==> src/hw/rtl/mva_pkg.sv <==
// ----------------------------------------------------------------------------
// mva_pkg
// Shared types and constants for the MIDI voice allocator.
// ----------------------------------------------------------------------------
package mva_pkg;

    localparam int VOICE_COUNT_DEF = 8;

    localparam logic [7:0] MSG_NOTE_ON  = 8'h90;
    localparam logic [7:0] MSG_NOTE_OFF = 8'h80;
    localparam logic [7:0] MSG_CTRL     = 8'hB0;
    localparam logic [7:0] CTRL_ATTACK  = 8'h4A;

    localparam logic [3:0] KIND_NOTE_ON  = MSG_NOTE_ON[7:4];
    localparam logic [3:0] KIND_NOTE_OFF = MSG_NOTE_OFF[7:4];
    localparam logic [3:0] KIND_CTRL     = MSG_CTRL[7:4];

    localparam int SCAN_LANES = 8;
    localparam int LW         = $clog2(SCAN_LANES);

    localparam int CMDQ_DEPTH = 2;
    localparam int CQ_PW      = $clog2(CMDQ_DEPTH);
    localparam int CQ_CW      = $clog2(CMDQ_DEPTH + 1);

    localparam logic [1:0] LAST_IDX_NOTE_ON = 2'd3;
    localparam logic [1:0] LAST_IDX_SHORT   = 2'd1;

    typedef struct packed {
        logic [7:0] status_byte;
        logic [7:0] data_first;
        logic [7:0] data_second;
    } in_item_t;

    typedef struct packed {
        logic [7:0] link_byte;
        logic       last_byte;
    } out_item_t;

    typedef enum logic [1:0] {
        CMD_NOTE_ON,
        CMD_NOTE_OFF,
        CMD_CTRL
    } cmd_kind_t;

    typedef struct packed {
        cmd_kind_t  kind;
        logic [6:0] note;
        logic [6:0] velocity;
    } cmd_t;

    typedef enum logic [1:0] {
        ST_IDLE,
        ST_MATCH,
        ST_SCAN,
        ST_EMIT
    } back_state_t;

endpackage

==> src/hw/rtl/mva_front.sv <==
// ----------------------------------------------------------------------------
// mva_front
// Message decoder: checks a MIDI message and turns it into a command.
// ----------------------------------------------------------------------------
module mva_front
    import mva_pkg::*;
(
    input  in_item_t msg,
    input  logic     push,
    input  logic     q_full,
    output logic     full,
    output cmd_t     cmd,
    output logic     cmd_wr
);

    logic [3:0] kind;
    logic       data_ok;
    logic       keep;

    assign kind    = msg.status_byte[7:4];
    assign data_ok = !msg.data_first[7] && !msg.data_second[7];
    assign full    = q_full;

    always_comb
    begin
        keep         = 1'b0;
        cmd.kind     = CMD_CTRL;
        cmd.note     = msg.data_first[6:0];
        cmd.velocity = msg.data_second[6:0];
        if (data_ok)
        begin
            if (kind == KIND_NOTE_ON && msg.data_second != 8'd0)
            begin
                keep     = 1'b1;
                cmd.kind = CMD_NOTE_ON;
            end
            else if (kind inside {KIND_NOTE_ON, KIND_NOTE_OFF})
            begin
                keep     = 1'b1;
                cmd.kind = CMD_NOTE_OFF;
            end
            else if (kind == KIND_CTRL && msg.data_first == CTRL_ATTACK)
            begin
                keep     = 1'b1;
                cmd.kind = CMD_CTRL;
            end
        end
    end

    assign cmd_wr = push && !q_full && keep;

endmodule

==> src/hw/rtl/mva_cmdq.sv <==
// ----------------------------------------------------------------------------
// mva_cmdq
// Short command queue between decoder and voice sequencer.
// ----------------------------------------------------------------------------
module mva_cmdq
    import mva_pkg::*;
(
    input  logic clk,
    input  logic rst_n,
    input  cmd_t wr_data,
    input  logic wr_en,
    output logic full,
    output cmd_t rd_data,
    output logic rd_vld,
    input  logic rd_en
);

    cmd_t             mem [CMDQ_DEPTH];
    logic [CQ_PW-1:0] head_reg;
    logic [CQ_PW-1:0] tail_reg;
    logic [CQ_CW-1:0] cnt_reg;
    logic [CQ_CW-1:0] cnt_next;
    logic             do_wr;
    logic             do_rd;

    assign full    = (cnt_reg == CQ_CW'(CMDQ_DEPTH));
    assign rd_vld  = (cnt_reg != '0);
    assign rd_data = mem[head_reg];
    assign do_wr   = wr_en && !full;
    assign do_rd   = rd_en && rd_vld;

    always_comb
    begin
        cnt_next = cnt_reg;
        if (do_wr && !do_rd)
        begin
            cnt_next = cnt_reg + 1'b1;
        end
        else if (do_rd && !do_wr)
        begin
            cnt_next = cnt_reg - 1'b1;
        end
    end

    always_ff @(posedge clk)
    begin
        if (do_wr)
        begin
            mem[tail_reg] <= wr_data;
        end
    end

    always_ff @(posedge clk or negedge rst_n)
    begin
        if (!rst_n)
        begin
            head_reg <= '0;
            tail_reg <= '0;
            cnt_reg  <= '0;
        end
        else
        begin
            cnt_reg <= cnt_next;
            if (do_wr)
            begin
                tail_reg <= tail_reg + 1'b1;
            end
            if (do_rd)
            begin
                head_reg <= head_reg + 1'b1;
            end
        end
    end

endmodule

==> src/hw/rtl/mva_back.sv <==
// ----------------------------------------------------------------------------
// mva_back
// Voice sequencer: slot table, round-robin pointer, note search, byte output.
// ----------------------------------------------------------------------------
module mva_back
    import mva_pkg::*;
#(
    parameter int VOICE_COUNT = VOICE_COUNT_DEF
)
(
    input  logic      clk,
    input  logic      rst_n,
    input  cmd_t      cmd,
    input  logic      cmd_vld,
    output logic      cmd_pop,
    output out_item_t link,
    output logic      empty,
    input  logic      pop
);

    localparam int VW      = (VOICE_COUNT > 1) ? $clog2(VOICE_COUNT) : 1;
    localparam int NGROUPS = (VOICE_COUNT + SCAN_LANES - 1) / SCAN_LANES;
    localparam int GW      = (NGROUPS > 1) ? $clog2(NGROUPS) : 1;
    localparam int MW      = NGROUPS * SCAN_LANES;

    back_state_t            state_reg;
    back_state_t            state_next;
    cmd_t                   cmd_reg;
    logic [VW-1:0]          voice_reg;
    logic [VW-1:0]          next_voice_reg;
    logic [VW-1:0]          next_voice_next;
    logic [GW-1:0]          group_reg;
    logic [MW-1:0]          match_reg;
    logic [MW-1:0]          match_vec;
    logic [1:0]             byte_idx_reg;
    logic [6:0]             slot_note_reg [VOICE_COUNT];
    logic [VOICE_COUNT-1:0] slot_active_reg;
    logic                   out_valid_reg;
    out_item_t              out_reg;

    logic [SCAN_LANES-1:0]  group_bits;
    logic                   hit_any;
    logic [LW-1:0]          hit_lane;
    logic [VW-1:0]          hit_idx;
    logic                   last_group;
    logic                   out_ld;
    logic                   emit_last;
    logic [7:0]             emit_byte;
    logic                   note_wr;
    logic                   slot_clr;

    genvar gi;
    for (gi = 0; gi < MW; gi++)
    begin : g_match
        if (gi < VOICE_COUNT)
        begin : g_slot
            assign match_vec[gi] = slot_active_reg[gi] &&
                                   (slot_note_reg[gi] == cmd_reg.note);
        end
        else
        begin : g_pad
            assign match_vec[gi] = 1'b0;
        end
    end

    assign group_bits = match_reg[group_reg * SCAN_LANES +: SCAN_LANES];
    assign hit_any    = |group_bits;
    assign last_group = (group_reg == GW'(NGROUPS - 1));
    assign hit_idx    = VW'({group_reg, hit_lane});

    always_comb
    begin
        hit_lane = '0;
        for (int k = SCAN_LANES - 1; k >= 0; k--)
        begin
            if (group_bits[k])
            begin
                hit_lane = LW'(k);
            end
        end
    end

    assign next_voice_next = (next_voice_reg == VW'(VOICE_COUNT - 1)) ? '0
                                                                     : next_voice_reg + 1'b1;

    // emitted byte for the current run position
    always_comb
    begin
        emit_byte = MSG_CTRL;
        emit_last = (byte_idx_reg == LAST_IDX_SHORT);
        case (cmd_reg.kind)
            CMD_NOTE_ON:
            begin
                emit_last = (byte_idx_reg == LAST_IDX_NOTE_ON);
                case (byte_idx_reg)
                    2'd0:    emit_byte = MSG_NOTE_ON;
                    2'd1:    emit_byte = 8'(voice_reg);
                    2'd2:    emit_byte = {1'b0, cmd_reg.note};
                    default: emit_byte = {1'b0, cmd_reg.velocity};
                endcase
            end
            CMD_NOTE_OFF:
            begin
                emit_byte = (byte_idx_reg == 2'd0) ? MSG_NOTE_OFF : 8'(voice_reg);
            end
            default:
            begin
                emit_byte = (byte_idx_reg == 2'd0) ? MSG_CTRL : CTRL_ATTACK;
            end
        endcase
    end

    always_comb
    begin
        state_next = state_reg;
        case (state_reg)
            ST_IDLE:
            begin
                if (cmd_vld)
                begin
                    state_next = (cmd.kind == CMD_NOTE_OFF) ? ST_MATCH : ST_EMIT;
                end
            end
            ST_MATCH:
            begin
                state_next = ST_SCAN;
            end
            ST_SCAN:
            begin
                if (hit_any || last_group)
                begin
                    state_next = ST_EMIT;
                end
            end
            ST_EMIT:
            begin
                if (out_ld && emit_last)
                begin
                    state_next = ST_IDLE;
                end
            end
            default:
            begin
                state_next = ST_IDLE;
            end
        endcase
    end

    always_comb
    begin
        cmd_pop  = (state_reg == ST_IDLE) && cmd_vld;
        note_wr  = cmd_pop && (cmd.kind == CMD_NOTE_ON);
        slot_clr = (state_reg == ST_SCAN) && hit_any;
        out_ld   = (state_reg == ST_EMIT) && (!out_valid_reg || pop);
    end

    always_ff @(posedge clk or negedge rst_n)
    begin
        if (!rst_n)
        begin
            state_reg       <= ST_IDLE;
            next_voice_reg  <= '0;
            slot_active_reg <= '0;
            out_valid_reg   <= 1'b0;
            byte_idx_reg    <= '0;
            group_reg       <= '0;
        end
        else
        begin
            state_reg <= state_next;
            if (cmd_pop && cmd.kind != CMD_CTRL)
            begin
                next_voice_reg <= next_voice_next;
            end
            if (note_wr)
            begin
                slot_active_reg[next_voice_reg] <= 1'b1;
            end
            if (slot_clr)
            begin
                slot_active_reg[hit_idx] <= 1'b0;
            end
            if (out_ld)
            begin
                out_valid_reg <= 1'b1;
            end
            else if (pop)
            begin
                out_valid_reg <= 1'b0;
            end
            if (cmd_pop)
            begin
                byte_idx_reg <= '0;
            end
            else if (out_ld)
            begin
                byte_idx_reg <= byte_idx_reg + 1'b1;
            end
            if (state_reg == ST_MATCH)
            begin
                group_reg <= '0;
            end
            else if (state_reg == ST_SCAN)
            begin
                group_reg <= group_reg + 1'b1;
            end
        end
    end

    always_ff @(posedge clk)
    begin
        if (cmd_pop)
        begin
            cmd_reg   <= cmd;
            voice_reg <= next_voice_reg;
        end
        if (note_wr)
        begin
            slot_note_reg[next_voice_reg] <= cmd.note;
        end
        if (state_reg == ST_MATCH)
        begin
            match_reg <= match_vec;
        end
        if (state_reg == ST_SCAN && state_next == ST_EMIT)
        begin
            voice_reg <= hit_any ? hit_idx : '0;
        end
        if (out_ld)
        begin
            out_reg.link_byte <= emit_byte;
            out_reg.last_byte <= emit_last;
        end
    end

    assign link  = out_reg;
    assign empty = !out_valid_reg;

    a_voice_range: assert property (@(posedge clk) disable iff (!rst_n)
        next_voice_reg <= VW'(VOICE_COUNT - 1))
        else $error("voice pointer out of range");

    a_note_on_marks: assert property (@(posedge clk) disable iff (!rst_n)
        note_wr |=> slot_active_reg[$past(next_voice_reg)])
        else $error("note-on did not mark its slot active");

    a_last_ends_run: assert property (@(posedge clk) disable iff (!rst_n)
        (out_ld && emit_last) |=> (state_reg == ST_IDLE))
        else $error("run did not end after its final byte");

    a_hit_clears: assert property (@(posedge clk) disable iff (!rst_n)
        slot_clr |=> !slot_active_reg[$past(hit_idx)])
        else $error("note-off hit left its slot active");

endmodule

==> src/hw/rtl/midi_voice_allocator.sv <==
// ----------------------------------------------------------------------------
// midi_voice_allocator
// Round-robin MIDI voice allocator with a serial link-byte output queue.
// ----------------------------------------------------------------------------
// Sequence: note-on and control change go from idle straight to byte output;
//   note-off first passes the match and scan states, eight slots per scan step.
// Output: the sequencer emits one link byte a cycle while the receiver pops, and
//   takes the next command only once the last byte of a run is loaded.
// Reset: all voices inactive, pointer at voice 0, queues empty.
// ----------------------------------------------------------------------------
module midi_voice_allocator
    import mva_pkg::*;
#(
    parameter int VOICE_COUNT = VOICE_COUNT_DEF
)
(
    input  logic      clk,
    input  logic      rst_n,
    input  in_item_t  msg,
    input  logic      push,
    output logic      full,
    output out_item_t link,
    output logic      empty,
    input  logic      pop
);

    cmd_t front_cmd;
    logic front_wr;
    logic q_full;
    cmd_t q_cmd;
    logic q_vld;
    logic q_pop;

    mva_front u_front (
        .msg    (msg),
        .push   (push),
        .q_full (q_full),
        .full   (full),
        .cmd    (front_cmd),
        .cmd_wr (front_wr)
    );

    mva_cmdq u_cmdq (
        .clk     (clk),
        .rst_n   (rst_n),
        .wr_data (front_cmd),
        .wr_en   (front_wr),
        .full    (q_full),
        .rd_data (q_cmd),
        .rd_vld  (q_vld),
        .rd_en   (q_pop)
    );

    mva_back #(
        .VOICE_COUNT (VOICE_COUNT)
    ) u_back (
        .clk     (clk),
        .rst_n   (rst_n),
        .cmd     (q_cmd),
        .cmd_vld (q_vld),
        .cmd_pop (q_pop),
        .link    (link),
        .empty   (empty),
        .pop     (pop)
    );

endmodule

==> config.mk <==
export PLATFORM = sky130hd
export DESIGN_NAME = midi_voice_allocator
export DESIGN_NICKNAME = d
export VERILOG_FILES = /design/src/hw/rtl/mva_pkg.sv /design/src/hw/rtl/mva_front.sv /design/src/hw/rtl/mva_cmdq.sv /design/src/hw/rtl/mva_back.sv /design/src/hw/rtl/midi_voice_allocator.sv
export SDC_FILE = /design/constraint.sdc
export NUM_CORES = 1
export LEC_CHECK = 0
export BUFFER_PORTS_ARGS = -buffer_cell sky130_fd_sc_hd__buf_4
export CAP_MARGIN = 20
export CORE_ASPECT_RATIO = 1.4
export CORE_MARGIN = 10
export CORE_UTILIZATION = 40
export DETAILED_ROUTE_END_ITERATION = 16
export GPL_ROUTABILITY_DRIVEN = 0
export SLEW_MARGIN = 30
export SYNTH_ARGS = -nofsm -noshare
export SYNTH_HDL_FRONTEND = slang
export SYNTH_SLANG_ARGS = --single-unit
==> constraint.sdc <==
create_clock -name clk -period 2.65 [get_ports clk]
set_clock_uncertainty 0.2 [all_clocks]
set_input_delay 0.1325 -clock clk [delete_from_list [all_inputs] [get_ports clk]]
set_output_delay 0.1325 -clock clk [all_outputs]
set_load 0.1 [all_outputs]
Word level (Yosys, flattened, before mapping)
Memory sizes are Yosys's and may differ from the RTL's.
Cells that the tools add are included.
Word-level totals
  register bits after elaboration: 57
  memories kept: 2
  RAM bits: 88
  word-level logic and storage cells: 152
  output and inout bits: 11
Memory list
  u_back.slot_note_reg: words 8, width 7, read ports 8, clocked after Yosys merged registers in 0, wr ports 1, line mva_back.sv:36  | logic [6:0] slot_note_reg [VOICE_COUNT];
  u_cmdq.mem: words 2, width 16, read ports 1, clocked after Yosys merged registers in 0, wr ports 1, line mva_cmdq.sv:18  | cmd_t mem [CMDQ_DEPTH];
Operators by class
  reductions and logical operators: 47
  equality and inequality tests: 24
  bitwise logic cells: 4
  muxes and demuxes: 47
  add/subtract/negate cells: 7
  shift-type cells: 1
  order comparisons: 4
Operators by type and width (count)
  7-bit == test: 8
  3-bit two-way mux: 12
  8-bit two-way mux: 4
  1-bit logical AND: 26
  8-bit one-hot mux with 3 select lines: 1
  2-bit two-way mux: 11
  8-bit one-hot mux with 2 select lines: 1
  1-bit two-way mux: 15
  2-bit nonzero test: 7
  2-bit == test (second input constant): 6
  4-bit == test (second input constant): 3
  8-bit AND: 1
  2-bit by 1-bit == test with 1-bit output (second input constant): 4
  8-bit by 7-bit == test with 1-bit output (second input constant): 1
  2-bit logical NOT: 4
  3-bit by 4-bit < comparator with 1-bit output (second input constant): 2
  8-bit inverter: 1
  8-bit bitwise OR: 1
  2-bit one-hot mux with 4 select lines: 1
  8-bit nonzero test: 1
  8-bit OR reduction: 1
  8-bit by 5-bit variable part select with 8-bit output: 1
  1-bit demux with 3-bit select: 2
  3-bit by 1-bit >= comparator with 1-bit output (second input constant): 2
  other kinds (9): 18

Longest topological paths before layout
Gate-level depths: netlist (run 1).
  depth after elaboration: 16
  mapped depth: 7

Modules after synthesis
A second synthesis (run 1) with hierarchy kept.
Second synthesis, totals
  cell total of the unflattened synthesis: 423
  area total of the unflattened synthesis: 6373.6 um^2
By module, submodules not included
  mva_back: cells an instance 328, instances 1, area each 4772.1 um^2
  mva_cmdq: cells an instance 69, instances 1, area each 1406.3 um^2
  mva_front: cells an instance 26, instances 1, area each 195.2 um^2

Worst setup path before layout (run 1)
OpenSTA, ideal clock, no wires.
  path type: register to register
  from: register u_cmdq.cnt_reg[0]
  to: memory u_cmdq.mem[1][0] in the netlist's numbering, enable pin
  clock period less this slack: 3.001 ns
  path buffers: 0
  cell stages (with the launch flop): 4
  data required time: 2.131 ns
  slack: -0.351 ns
  arrival time: 2.482 ns
  cells stage by stage: dfrtp_1 -> nor2b_1 -> and4b_1 -> and2_1
On the way
  longest elaborated chain between the ends: 7
Ends and longest elaborated chain
  from (decl): line mva_cmdq.sv:21  | logic [CQ_CW-1:0] cnt_reg;
  from (signal assigned): line mva_cmdq.sv:63  | cnt_reg <= cnt_next;
  2-bit == test *: line mva_cmdq.sv:26  | assign full = (cnt_reg == CQ_CW'(CMDQ_DEPTH));
  net full: line midi_voice_allocator.sv:21  | output logic full,
  1-bit logical NOT *: line mva_front.sv:50, mva_cmdq.sv:29
  1-bit logical AND (2 in a row): line mva_front.sv:50  | assign cmd_wr = push && !q_full && keep;
  1-bit logical AND *: line mva_cmdq.sv:29  | assign do_wr = wr_en && !full;
  net u_cmdq.do_wr: line mva_cmdq.sv:23  | logic do_wr;
  1-bit two-way mux *: line mva_cmdq.sv:47  | if (do_wr)
  1-bit two-way mux (not written as such) *: line mva_cmdq.sv:49  | mem[tail_reg] <= wr_data;
  to (decl): line mva_cmdq.sv:18
Mark *: on every way through the listed nets, which the timed path passes. The rest lies on a longest branch.

Final worst setup path (run 1)
  from: register u_back.state_reg[0]
  to: register u_back.voice_reg[0] (data pin)
On the way
  longest elaborated chain between the ends: 8
  elaborated cells on any way between the ends: 13
Ends and longest elaborated chain
  from (decl): line mva_back.sv:26  | back_state_t state_reg;
  from (signal assigned): line mva_back.sv:170  | state_reg <= state_next;
  2-bit == test: line mva_back.sv:116, mva_back.sv:154
  1-bit logical AND: line mva_back.sv:154  | out_ld = (state_reg == ST_EMIT) && (!out_valid_reg || pop);
  1-bit logical AND: line mva_back.sv:137  | if (out_ld && emit_last)
  2-bit two-way mux: line mva_back.sv:137
  2-bit one-hot mux with 4 select lines: line mva_back.sv:116  | case (state_reg)
  2-bit == test: line mva_back.sv:225  | if (state_reg == ST_SCAN && state_next == ST_EMIT)
  1-bit logical AND *: line mva_back.sv:225
  3-bit two-way mux *: line mva_back.sv:225
  to (signal assigned): line mva_back.sv:215  | voice_reg <= next_voice_reg;
  to (signal assigned): line mva_back.sv:227  | voice_reg <= hit_any ? hit_idx : '0;
  to (decl): line mva_back.sv:29  | logic [VW-1:0] voice_reg;
Mark *: on every way between the ends. The rest lies on a longest branch, timed or not.
A chain may end at the register's enable or synchronous reset.

==> flow_results.xml, run 1 <==
<?xml version="1.0" encoding="UTF-8"?>
<metrics>
  <group name="worst_hold_path">
    <metric name="hold_path.class" unit="">input port to flop</metric>
  </group>
  <group name="synthesis">
    <metric name="synth.net_count" unit="">452</metric>
    <metric name="ys.warnings.count" unit="">0</metric>
    <metric name="post_synth_mux_area_share" unit="">0.0424</metric>
    <metric name="synthArstFlopShare" unit="">0.145</metric>
    <metric name="synth_xor_xnor_area_share" unit="">0.0876</metric>
    <metric name="synth_fa_ha_area_frac" unit="">0.0262</metric>
    <metric name="average_instance_area_after_synthesis" unit="um2">15.1</metric>
    <metric name="synth_simple_gate_area_frac" unit="">0.0920</metric>
    <metric name="synth_enable_flop_cells" unit="">124</metric>
    <metric name="biggest_area_contributors_in_the_synthesized_netlist" unit="">sky130_fd_sc_hd__edfxtp_1 (60%), sky130_fd_sc_hd__dfrtp_1 (8.5%), sky130_fd_sc_hd__xnor2_1 (8.3%)</metric>
    <metric name="synth_compound_gate_area_share" unit="">0.0510</metric>
    <metric name="synth.top_cell.area_share" unit="">0.600</metric>
    <metric name="library_cell_with_the_largest_summed_area_after_synthesis" unit="">sky130_fd_sc_hd__edfxtp_1</metric>
    <metric name="synth-seq-area-share" unit="">0.685</metric>
    <metric name="mappedNetlistArea" unit="um2">6200</metric>
    <metric name="number_of_flip_flops_and_latches_in_the_synthesized_netlist" unit="">145</metric>
    <metric name="combinational_family_with_the_most_area_after_synthesis" unit="">simple AND/OR/NAND/NOR gates</metric>
    <metric name="number_of_cells_produced_by_synthesis" unit="">411</metric>
    <metric name="yosys_most_used_dff" unit="">sky130_fd_sc_hd__edfxtp_1</metric>
    <metric name="netlist-cell-type-count" unit="">48</metric>
  </group>
  <group name="cells_and_area">
    <metric name="area_growth_syn_to_layout" unit="%">21.7</metric>
    <metric name="num-nets-final" unit="">522</metric>
    <metric name="antenna-diode-count" unit="">0</metric>
    <metric name="mostFrequentLayoutCell" unit="">sky130_fd_sc_hd__edfxtp_1</metric>
    <metric name="largest_reg_flops" unit="">56</metric>
    <metric name="fin_util" unit="">0.499</metric>
    <metric name="drive_above_1_share" unit="">0.225</metric>
    <metric name="most_frequent_cells_in_the_layout" unit="">sky130_fd_sc_hd__edfxtp_1 (124), sky130_fd_sc_hd__xnor2_1 (59), sky130_fd_sc_hd__buf_4 (41), sky130_fd_sc_hd__nor2_1 (27)</metric>
  </group>
  <group name="sta">
    <metric name="finalSetupTns" unit="ns">0</metric>
    <metric name="maxSlewHeadroom" unit="">0.516</metric>
    <metric name="setup_viol" unit="">0</metric>
    <metric name="clock.fmax" unit="GHz">0.411</metric>
    <metric name="layout_worst_path_cycle_share" unit="">0.919</metric>
    <metric name="final_min_period" unit="ns">2.43</metric>
    <metric name="count_of_final_max_slew_check_failures" unit="">0</metric>
    <metric name="final-hold-violation-count" unit="">0</metric>
    <metric name="rsz0062_at_grt" unit="">no</metric>
    <metric name="worstMarginPinSlew" unit="ns">0.725</metric>
  </group>
  <group name="cts">
    <metric name="max-clock-path-buffers" unit="">2</metric>
    <metric name="cts_buffers" unit="">17</metric>
    <metric name="clock_sink_count" unit="">145</metric>
    <metric name="clock_insertion_delay_worst_skew" unit="ns">0.41</metric>
    <metric name="htree_levels" unit="">4</metric>
    <metric name="cts_tree" unit="">done</metric>
    <metric name="ctsResizeCount" unit="">0</metric>
    <metric name="cts_root_buffer" unit="">sky130_fd_sc_hd__clkbuf_16</metric>
    <metric name="worst_setup_hold_path_clk_slew" unit="ns">0.06</metric>
  </group>
  <group name="routing">
    <metric name="initialDrtViolationCount" unit="">158</metric>
    <metric name="drt-wirelength-per-cell" unit="um">18.7</metric>
    <metric name="drc_errors" unit="">0</metric>
    <metric name="drt-pass1-iter-count" unit="">4</metric>
    <metric name="postRouteAntennaNets" unit="">0</metric>
    <metric name="post_drt_via_cell_ratio" unit="">5.03</metric>
    <metric name="detail_route.wirelength" unit="um">12800</metric>
    <metric name="count_of_vias_placed_by_the_detailed_router" unit="">3445</metric>
  </group>
  <group name="global_route">
    <metric name="gr_met1_demand_resource" unit="">0.143</metric>
    <metric name="grt.total_usage" unit="">0.126</metric>
    <metric name="global_route.usage.met2" unit="">0.222</metric>
    <metric name="global_route.peak_usage_layer" unit="">met2</metric>
    <metric name="grt_pass1_vias" unit="">3772</metric>
    <metric name="gr-usage-met3" unit="">0.0325</metric>
    <metric name="antenna_found_initial" unit="">0</metric>
    <metric name="pin_count_of_the_biggest_net_entering_global_routing" unit="">22</metric>
    <metric name="grt_first_pass_wirelength" unit="um">20600</metric>
    <metric name="gr-total-overflow" unit="">0</metric>
  </group>
  <group name="critical_path">
    <metric name="worstSetupEndpointType" unit="">flop</metric>
    <metric name="worst_r2r_startpoint" unit="">u_back.state_reg[0]</metric>
    <metric name="ff2ff_path_depth" unit="">6</metric>
    <metric name="regToRegSetupSlack" unit="ns">0.22</metric>
    <metric name="data_required_time_of_the_worst_path" unit="ns">2.61</metric>
    <metric name="cp_max_fo" unit="">7</metric>
    <metric name="timing.critical_path.from" unit="">u_back.state_reg[0]</metric>
    <metric name="r2r_end" unit="">u_back.voice_reg[0]</metric>
    <metric name="crit_end" unit="">u_back.voice_reg[0]</metric>
    <metric name="startpoint_type" unit="">flop</metric>
    <metric name="criticalPathCategory" unit="">flop to flop</metric>
    <metric name="timing.critical_path.arrival" unit="ns">2.39</metric>
  </group>
  <group name="die">
    <metric name="die_width" unit="um">125</metric>
    <metric name="fp.coreArea" unit="um2">15100</metric>
    <metric name="top_level_port_count" unit="">39</metric>
    <metric name="initial_utilization" unit="">0.410</metric>
    <metric name="floorplan_die_area" unit="um2">21000</metric>
    <metric name="placement_rows" unit="">53</metric>
    <metric name="die_y" unit="um">167</metric>
  </group>
  <group name="outcome">
    <metric name="status" unit="">completed</metric>
  </group>
  <group name="flow_run">
    <metric name="max_cap_viol_count" unit="">0</metric>
  </group>
  <group name="power_and_ir_drop">
    <metric name="p_per_area" unit="nW/um2">1100</metric>
    <metric name="leakage_power" unit="nW">2.63</metric>
    <metric name="finalPower" unit="W">0.00832</metric>
    <metric name="vdd.ir_drop.worst" unit="uV">690</metric>
  </group>
  <group name="placement">
    <metric name="port-buffer-count" unit="">34</metric>
    <metric name="post-dp-hpwl" unit="um">8500</metric>
  </group>
</metrics>
## routing by layer
metal	share of wire	routed length [um]	vias up
met2	0.53	6820	64
met3	0.029	369	13
met5	0	0	-
li1	-	-	1651
met4	0.016	204	0
met1	0.42	5440	1717
## synth_stat cells (2+ instances only)
cell type and count:
sky130_fd_sc_hd__dfrtp_1 21, sky130_fd_sc_hd__and2_1 2, sky130_fd_sc_hd__nand2b_1 6, sky130_fd_sc_hd__nor2_4 2
sky130_fd_sc_hd__nor3_4 2, sky130_fd_sc_hd__ha_1 13, sky130_fd_sc_hd__clkbuf_1 11, sky130_fd_sc_hd__nor2_1 27
sky130_fd_sc_hd__nor2_2 5, sky130_fd_sc_hd__nor4_1 2, sky130_fd_sc_hd__nor2b_1 5, sky130_fd_sc_hd__a2bb2oi_2 3
sky130_fd_sc_hd__or4b_2 2, sky130_fd_sc_hd__edfxtp_1 124, sky130_fd_sc_hd__or2_2 2, sky130_fd_sc_hd__a31oi_1 3
sky130_fd_sc_hd__nand4_1 16, sky130_fd_sc_hd__or4_4 2, sky130_fd_sc_hd__o32a_1 2, sky130_fd_sc_hd__a21oi_1 12
sky130_fd_sc_hd__inv_1 11, sky130_fd_sc_hd__o21a_1 3, sky130_fd_sc_hd__a221oi_1 2, sky130_fd_sc_hd__o21ai_0 13
sky130_fd_sc_hd__nand2_1 13, sky130_fd_sc_hd__xor2_1 3, sky130_fd_sc_hd__nand4bb_1 2, sky130_fd_sc_hd__nor3_1 3
sky130_fd_sc_hd__nand3_1 3, sky130_fd_sc_hd__xnor2_1 59, sky130_fd_sc_hd__mux2_2 20
## worst min path at each step
stage | cells after the start | slack [ns] | to | startpoint
after detailed placement | 1 | -0.15 | u_back.byte_idx_reg[0] | rst_n
after floorplan | 0 | -0.36 | u_back.byte_idx_reg[0] | rst_n
after global routing | 4 | 0.13 | u_cmdq.tail_reg | msg[22]
final | 4 | 0.11 | u_cmdq.tail_reg | msg[22]
after CTS | 4 | 0.09 | u_cmdq.tail_reg | msg[22]
after global placement | 1 | -0.15 | u_back.byte_idx_reg[0] | rst_n
## power by group
group	internal, W	leakage (nW)	total (W)	switching, W
sequential	0.00302	1.39	0.00351	0.000484
clock	0.00168	0.305	0.00254	0.000860
combinational	0.000852	0.927	0.00227	0.00142
total	0.00556	2.63	0.00832	0.00276
## metrics by stage
stage | instance area [um2] | setup WS (ns) | hold WS [ns] | cells
6_report | 7550 | 0.216 | 0.106 | 685
5_1_grt | 7550 | 0.0980 | 0.133 | 685
4_1_cts | 7550 | 0.196 | 0.0863 | 685
3_5_place_dp | 6700 | 0.248 | -0.152 | 632
3_3_place_gp | 6700 | 0.296 | -0.152 | 632
2_1_floorplan | 6200 | 0.150 | -0.363 | 411
## critical path, stage by stage, from the launching register on
cell,delay [ns]
sky130_fd_sc_hd__dfrtp_1,0.45
sky130_fd_sc_hd__inv_1,0.14
sky130_fd_sc_hd__ha_1,0.25
sky130_fd_sc_hd__or4b_2,0.62
sky130_fd_sc_hd__o211ai_1,0.16
sky130_fd_sc_hd__nor2_2,0.09
sky130_fd_sc_hd__mux2_2,0.29
## final cells by class
| cell class | count | area [um2] |
|---|---|---|
| Clock buffer | 20 | 447 |
| Clock inverter | 11 | 188 |
| Fill cell | 1286 | 7570 |
| Inverter | 12 | 45.0 |
| Multi-Input combinational cell | 242 | 1860 |
| Sequential cell | 145 | 4250 |
| Tap cell | 192 | 240 |
| Timing Repair Buffer | 63 | 523 |
## cells by family after synthesis
logic type,after synthesis
adder cells (fa/ha/maj),13
flip-flops,145
buffers and inverters,24
XOR/XNOR,62
AO/OA/AOI/OAI,47
multiplexers,22
AND/OR/NAND/NOR,98
## repair_timing
| item | 4_1_cts | 5_1_grt |
|---|---|---|
| setup buffers | 0 | 0 |
| endpoints found under the hold margin | 55 | 0 |
| hold buffers | 22 | 0 |
(Power assumes the default switching activity.)
==> inputs of run 2 (changes only) <==
- CORE_UTILIZATION: 40 -> 35
- GPL_TIMING_DRIVEN: not set -> 0
==> run 2 against run 1 <==
Effect of this change:
- cell area is 0.12% lower
- die area rose by 12%
- maximum frequency is 3.9% lower
- via count up 1.2%
- total power shrank 4.2%
- highest routed layer unchanged
- critical path depth unchanged
==> flow_results.xml, run 2 (same netlist as run 1, synthesis figures left out) <==
<?xml version="1.0" encoding="UTF-8"?>
<metrics>
  <group name="cells_and_area">
    <metric name="mostFrequentLayoutCell" unit="">sky130_fd_sc_hd__edfxtp_1</metric>
    <metric name="finalNonFillerCells" unit="">737</metric>
    <metric name="num-nets-final" unit="">529</metric>
    <metric name="area_growth_syn_to_layout" unit="%">21.6</metric>
    <metric name="multi_input_area" unit="um2">1860</metric>
    <metric name="most_frequent_cells_in_the_layout" unit="">sky130_fd_sc_hd__edfxtp_1 (124), sky130_fd_sc_hd__xnor2_1 (59), sky130_fd_sc_hd__buf_4 (34), sky130_fd_sc_hd__nor2_1 (27), sky130_fd_sc_hd__dlygate4sd3_1 (22)</metric>
    <metric name="largest_reg_flops" unit="">56</metric>
    <metric name="antenna-diode-count" unit="">0</metric>
    <metric name="sequential_cell_area" unit="um2">4250</metric>
    <metric name="drive_above_1_share" unit="">0.222</metric>
    <metric name="filler_cell_count" unit="">1551</metric>
  </group>
  <group name="routing">
    <metric name="drt-wirelength-per-cell" unit="um">17.4</metric>
    <metric name="count_of_vias_placed_by_the_detailed_router" unit="">3487</metric>
    <metric name="initialDrtViolationCount" unit="">148</metric>
    <metric name="post_drt_via_cell_ratio" unit="">4.73</metric>
    <metric name="detail_route.wirelength" unit="um">12800</metric>
    <metric name="drt-pass1-iter-count" unit="">4</metric>
    <metric name="postRouteAntennaNets" unit="">0</metric>
    <metric name="drc_errors" unit="">0</metric>
  </group>
  <group name="sta">
    <metric name="fin_hold_ws" unit="ns">0.0761</metric>
    <metric name="layout_worst_path_cycle_share" unit="">0.956</metric>
    <metric name="setup_viol" unit="">0</metric>
    <metric name="rsz0062_at_grt" unit="">no</metric>
    <metric name="setup_slack" unit="ns">0.116</metric>
    <metric name="final-hold-violation-count" unit="">0</metric>
    <metric name="maxSlewHeadroom" unit="">0.383</metric>
    <metric name="count_of_final_max_slew_check_failures" unit="">0</metric>
    <metric name="final_min_period" unit="ns">2.53</metric>
    <metric name="worstMarginPinSlew" unit="ns">0.926</metric>
    <metric name="finalSetupTns" unit="ns">0</metric>
    <metric name="clock.fmax" unit="GHz">0.395</metric>
  </group>
  <group name="power_and_ir_drop">
    <metric name="p_per_area" unit="nW/um2">1060</metric>
    <metric name="leakage_power" unit="nW">2.56</metric>
    <metric name="vdd.ir_drop.worst" unit="uV">554</metric>
    <metric name="finalPower" unit="W">0.00797</metric>
  </group>
  <group name="flow_run">
    <metric name="max_cap_viol_count" unit="">0</metric>
  </group>
  <group name="cts">
    <metric name="clock_insertion_delay_worst_skew" unit="ns">0.42</metric>
    <metric name="cts_tree" unit="">done</metric>
    <metric name="ctsResizeCount" unit="">0</metric>
    <metric name="clock_sink_count" unit="">145</metric>
    <metric name="max-clock-path-buffers" unit="">2</metric>
    <metric name="post_cts_buffers" unit="">0</metric>
    <metric name="cts_buffers" unit="">17</metric>
    <metric name="cts_root_buffer" unit="">sky130_fd_sc_hd__clkbuf_16</metric>
    <metric name="worst_setup_hold_path_clk_slew" unit="ns">0.06</metric>
    <metric name="htree_levels" unit="">4</metric>
  </group>
  <group name="die">
    <metric name="floorplan_die_area" unit="um2">23500</metric>
    <metric name="initial_utilization" unit="">0.356</metric>
    <metric name="die_y" unit="um">178</metric>
    <metric name="top_level_port_count" unit="">39</metric>
    <metric name="placement_rows" unit="">57</metric>
    <metric name="fp.coreArea" unit="um2">17400</metric>
    <metric name="die_width" unit="um">133</metric>
  </group>
  <group name="global_route">
    <metric name="grt_pass1_vias" unit="">3845</metric>
    <metric name="antenna_found_initial" unit="">0</metric>
    <metric name="grt.total_usage" unit="">0.114</metric>
    <metric name="grt_first_pass_wirelength" unit="um">20500</metric>
    <metric name="pin_count_of_the_biggest_net_entering_global_routing" unit="">22</metric>
    <metric name="gr-total-overflow" unit="">0</metric>
  </group>
  <group name="critical_path">
    <metric name="criticalPathCategory" unit="">flop to flop</metric>
    <metric name="slowest_delay" unit="ns">0.62</metric>
    <metric name="worstSetupEndpointType" unit="">flop</metric>
    <metric name="cp_max_fo" unit="">7</metric>
    <metric name="startpoint_type" unit="">flop</metric>
    <metric name="data_required_time_of_the_worst_path" unit="ns">2.62</metric>
    <metric name="critical_path.slowest_cell" unit="">sky130_fd_sc_hd__or4b_2</metric>
    <metric name="path_delay_family" unit="">simple AND/OR/NAND/NOR gates</metric>
    <metric name="critical_path_buffer_and_inverter_count" unit="">1</metric>
    <metric name="cells_along_the_critical_path" unit="">inv_1 -&gt; ha_1 -&gt; or4b_2 -&gt; o31ai_1 -&gt; nor2_2 -&gt; mux2_2</metric>
    <metric name="regToRegSetupSlack" unit="ns">0.12</metric>
    <metric name="timing.critical_path.arrival" unit="ns">2.50</metric>
  </group>
  <group name="outcome">
    <metric name="status" unit="">completed</metric>
  </group>
  <group name="placement">
    <metric name="post-dp-hpwl" unit="um">8530</metric>
    <metric name="port-buffer-count" unit="">34</metric>
    <metric name="placed_cells" unit="">682</metric>
    <metric name="dpl_worst_slack" unit="ns">0.153</metric>
  </group>
  <group name="worst_hold_path">
    <metric name="hold_path.class" unit="">input port to flop</metric>
  </group>
</metrics>
==> run 2: path summary, 6_finish.rpt <==
kind | startpoint | endpoint | cells past startpoint
max | u_back.state_reg[0] | u_back.voice_reg[1] | 6
min | msg[15] | u_cmdq.tail_reg | 4
max reg2reg | u_back.state_reg[0] | u_back.voice_reg[1] | 6
min reg2reg | u_back.match_reg[2] | u_back.slot_active_reg[2] | 1
max in group asynchronous | rst_n | u_back.slot_active_reg[5] | 3
min in group asynchronous | rst_n | u_back.out_valid_reg | 3
==> run 2: repair_timing <==
| item | in CTS | in global routing |
|---|---|---|
| hold buffers | 23 | 0 |
| hold endpoints to repair | 55 | 0 |
| setup endpoints to repair | 0 | 0 |
==> run 2: report_power, final <==
part | switching, W | leakage, nW | internal (W) | total [W]
sequential | 0.000276 | 1.39 | 0.00302 | 0.00329
clock | 0.000983 | 0.249 | 0.00122 | 0.00220
combinational | 0.00162 | 0.921 | 0.000853 | 0.00247
total | 0.00288 | 2.56 | 0.00509 | 0.00797
==> run 2: area by class of cell <==
type	count	area share
sequential	145	0.563
timing repair buffer	58	0.0652
inverter	12	0.00597
clock buffer	18	0.0569
tap	236	0.0392
multi-input combinational	242	0.247
clock inverter	14	0.0156
buffer	12	0.00697
==> run 2: worst min-delay path, cell delays in order <==
cell and delay, ns:
sky130_fd_sc_hd__buf_4 0.08, sky130_fd_sc_hd__nor4b_1 0.04, sky130_fd_sc_hd__and4b_1 0.25, sky130_fd_sc_hd__xor2_1 0.14
==> run 2: per-stage QoR <==
step           utilization  instance area, um2
6_report             0.433                7540
5_1_grt              0.433                7540
4_1_cts              0.434                7550
3_5_place_dp         0.389                6770
3_3_place_gp         0.388                6760
2_1_floorplan            -                6200
==> run 2: layer usage <==
| metal | wire length [um] | global-route usage | vias to the layer above |
|---|---|---|---|
| met4 | 283 | 0.0556 | 0 |
| met5 | 0 | 0 | - |
| met2 | 7040 | 0.209 | 62 |
| met3 | 274 | 0.0252 | 18 |
| li1 | - | - | 1677 |
| met1 | 5250 | 0.120 | 1730 |
==> inputs of run 3 (changes only) <==
- clock period: 2.65 -> 2.22 ns (I/O delays scaled with it)
==> run 3 against run 2 <==
Effect of this change:
- the flow now finishes with violations (setup timing)
- core utilization is 1.4 points higher
- count of clock-buffer cells in the layout shrank 1
- total power up 25%
- critical path depth did not move
- non-clock buffer count rose by 11
- first-iteration DRC count fell by 9.5%
- clock power up 27%
- critical path type unchanged
- cell area increased by 3.3%
- flip-flop and latch count stayed put
- global-route usage increased by 0.095 points
- sequential share of layout area fell by 1.8 points
==> flow_results.xml, run 3 (same netlist as run 1, synthesis figures left out) <==
<?xml version="1.0" encoding="UTF-8"?>
<metrics>
  <group name="outcome">
    <metric name="status" unit="">finished with violations</metric>
    <metric name="violations" unit="">setup timing</metric>
  </group>
  <group name="power_and_ir_drop">
    <metric name="vdd.ir_drop.worst" unit="uV">765</metric>
    <metric name="leakage_power" unit="nW">2.67</metric>
    <metric name="p_per_area" unit="nW/um2">1280</metric>
  </group>
  <group name="cells_and_area">
    <metric name="multi_input_area" unit="um2">1950</metric>
    <metric name="filler_cell_count" unit="">1549</metric>
    <metric name="num-nets-final" unit="">540</metric>
    <metric name="antenna-diode-count" unit="">0</metric>
    <metric name="final_area" unit="um2">7790</metric>
    <metric name="area_growth_syn_to_layout" unit="%">25.6</metric>
    <metric name="sequential_cell_area" unit="um2">4250</metric>
    <metric name="mostFrequentLayoutCell" unit="">sky130_fd_sc_hd__edfxtp_1</metric>
    <metric name="drive_above_1_share" unit="">0.256</metric>
    <metric name="largest_reg_flops" unit="">56</metric>
    <metric name="most_frequent_cells_in_the_layout" unit="">sky130_fd_sc_hd__edfxtp_1 (124), sky130_fd_sc_hd__xnor2_1 (59), sky130_fd_sc_hd__buf_4 (43), sky130_fd_sc_hd__nor2_1 (27), sky130_fd_sc_hd__dlygate4sd3_1 (22)</metric>
    <metric name="finalNonFillerCells" unit="">748</metric>
  </group>
  <group name="sta">
    <metric name="clock.fmax" unit="GHz">0.450</metric>
    <metric name="final_min_period" unit="ns">2.22</metric>
    <metric name="fin_hold_ws" unit="ns">0.0560</metric>
    <metric name="setup_viol" unit="">6</metric>
    <metric name="final-hold-violation-count" unit="">0</metric>
    <metric name="rsz0062_at_grt" unit="">yes</metric>
    <metric name="setup_slack" unit="ns">-0.00327</metric>
    <metric name="maxSlewHeadroom" unit="">0.426</metric>
    <metric name="count_of_final_max_slew_check_failures" unit="">0</metric>
    <metric name="layout_worst_path_cycle_share" unit="">1.00</metric>
    <metric name="worstMarginPinSlew" unit="ns">0.860</metric>
  </group>
  <group name="global_route">
    <metric name="grt.total_usage" unit="">0.115</metric>
    <metric name="antenna_found_initial" unit="">0</metric>
    <metric name="gr-total-overflow" unit="">0</metric>
    <metric name="grt_pass1_vias" unit="">3877</metric>
    <metric name="grt_first_pass_wirelength" unit="um">20900</metric>
    <metric name="pin_count_of_the_biggest_net_entering_global_routing" unit="">22</metric>
  </group>
  <group name="die">
    <metric name="initial_utilization" unit="">0.356</metric>
    <metric name="top_level_port_count" unit="">39</metric>
    <metric name="placement_rows" unit="">57</metric>
    <metric name="die_width" unit="um">133</metric>
    <metric name="floorplan_die_area" unit="um2">23500</metric>
    <metric name="die_y" unit="um">178</metric>
    <metric name="fp.coreArea" unit="um2">17400</metric>
  </group>
  <group name="routing">
    <metric name="drc_errors" unit="">0</metric>
    <metric name="detail_route.wirelength" unit="um">12900</metric>
    <metric name="postRouteAntennaNets" unit="">0</metric>
    <metric name="count_of_vias_placed_by_the_detailed_router" unit="">3554</metric>
    <metric name="drt-pass1-iter-count" unit="">4</metric>
    <metric name="initialDrtViolationCount" unit="">134</metric>
    <metric name="post_drt_via_cell_ratio" unit="">4.75</metric>
    <metric name="drt-wirelength-per-cell" unit="um">17.2</metric>
  </group>
  <group name="cts">
    <metric name="worst_setup_hold_path_clk_slew" unit="ns">0.06</metric>
    <metric name="htree_levels" unit="">4</metric>
    <metric name="clock_sink_count" unit="">145</metric>
    <metric name="cts_tree" unit="">done</metric>
    <metric name="cts_buffers" unit="">17</metric>
    <metric name="clock_insertion_delay_worst_skew" unit="ns">0.42</metric>
    <metric name="cts_root_buffer" unit="">sky130_fd_sc_hd__clkbuf_16</metric>
    <metric name="max-clock-path-buffers" unit="">2</metric>
  </group>
  <group name="placement">
    <metric name="detailed_place.area" unit="um2">6770</metric>
    <metric name="placed_cells" unit="">681</metric>
    <metric name="dpl_worst_slack" unit="ns">-0.218</metric>
    <metric name="post-dp-hpwl" unit="um">8440</metric>
    <metric name="port-buffer-count" unit="">34</metric>
  </group>
  <group name="critical_path">
    <metric name="data_required_time_of_the_worst_path" unit="ns">2.15</metric>
    <metric name="criticalPathCategory" unit="">flop to flop</metric>
    <metric name="startpoint_type" unit="">flop</metric>
    <metric name="critical_path_buffer_and_inverter_count" unit="">3</metric>
    <metric name="slowest_delay" unit="ns">0.61</metric>
    <metric name="worstSetupEndpointType" unit="">flop</metric>
    <metric name="critical_path.slowest_cell" unit="">sky130_fd_sc_hd__or4_4</metric>
    <metric name="cells_along_the_critical_path" unit="">buf_6 -&gt; mux2i_4 -&gt; inv_2 -&gt; or4_4 -&gt; nor3_4 -&gt; buf_12</metric>
    <metric name="timing.critical_path.arrival" unit="ns">2.15</metric>
    <metric name="path_delay_family" unit="">simple AND/OR/NAND/NOR gates</metric>
    <metric name="cp_max_fo" unit="">8</metric>
    <metric name="regToRegSetupSlack" unit="ns">-0.003</metric>
  </group>
  <group name="flow_run">
    <metric name="max_cap_viol_count" unit="">0</metric>
  </group>
  <group name="worst_hold_path">
    <metric name="hold_path.class" unit="">input port to flop</metric>
  </group>
</metrics>
run 3: per-layer routing:
layer  part of all wire  GRT usage  vias up
met4              0.019     0.0547        0
met5                  0          0        -
met3              0.023     0.0249       20
met2               0.56      0.213       64
met1               0.40      0.121     1775
li1                   -          -     1695
run 3: worst paths after layout:
path | from | to | depth (start not counted)
max in group asynchronous | rst_n | u_back.state_reg[0] | 3
min reg2reg | u_back.slot_active_reg[1] | u_back.slot_active_reg[1] | 1
min | msg[15] | u_cmdq.tail_reg | 4
min in group asynchronous | rst_n | u_back.state_reg[1] | 3
max reg2reg | u_cmdq.head_reg | u_back.slot_note_reg[0][1] | 6
max | u_cmdq.head_reg | u_back.slot_note_reg[0][1] | 6
run 3: layout make-up:
cell class              count  share of cell area
plain buffers              12             0.00675
clock buffers              17              0.0546
clock inverters            15              0.0202
inverters                  12             0.00611
multi-input cells         242               0.250
flip-flops and latches    145               0.546
well taps                 236              0.0379
repair buffers             69              0.0781
run 3: timing repair:
item | CTS | global route
hold buffers | 23 | 0
resized for setup | 17 | 1
buffers inserted | 9 | 3
pin swaps | 4 | 6
hold endpoints to repair | 56 | 0
endpoints found under the setup margin | 98 | 85
run 3: power by group:
group	internal, W	switching, W	total, W
clock	0.00166	0.00113	0.00279
sequential	0.00361	0.000355	0.00396
combinational	0.00116	0.00202	0.00318
run 3: stage by stage:
step                setup TNS [ns]  utilization  power (W)
floorplan                        0            -    0.00613
global placement             -5.92        0.389    0.00688
detailed placement           -8.89        0.389    0.00694
CTS                         -0.930        0.446    0.00999
global route                 -2.73        0.448     0.0104
finish                     -0.0141        0.448    0.00993
run 3: worst reg2reg max path, cell delays in order (launching register included):
cell,delay (ns)
sky130_fd_sc_hd__dfrtp_1,0.33
sky130_fd_sc_hd__buf_6,0.12
sky130_fd_sc_hd__mux2i_4,0.28
sky130_fd_sc_hd__inv_2,0.07
sky130_fd_sc_hd__or4_4,0.61
sky130_fd_sc_hd__nor3_4,0.19
sky130_fd_sc_hd__buf_12,0.15
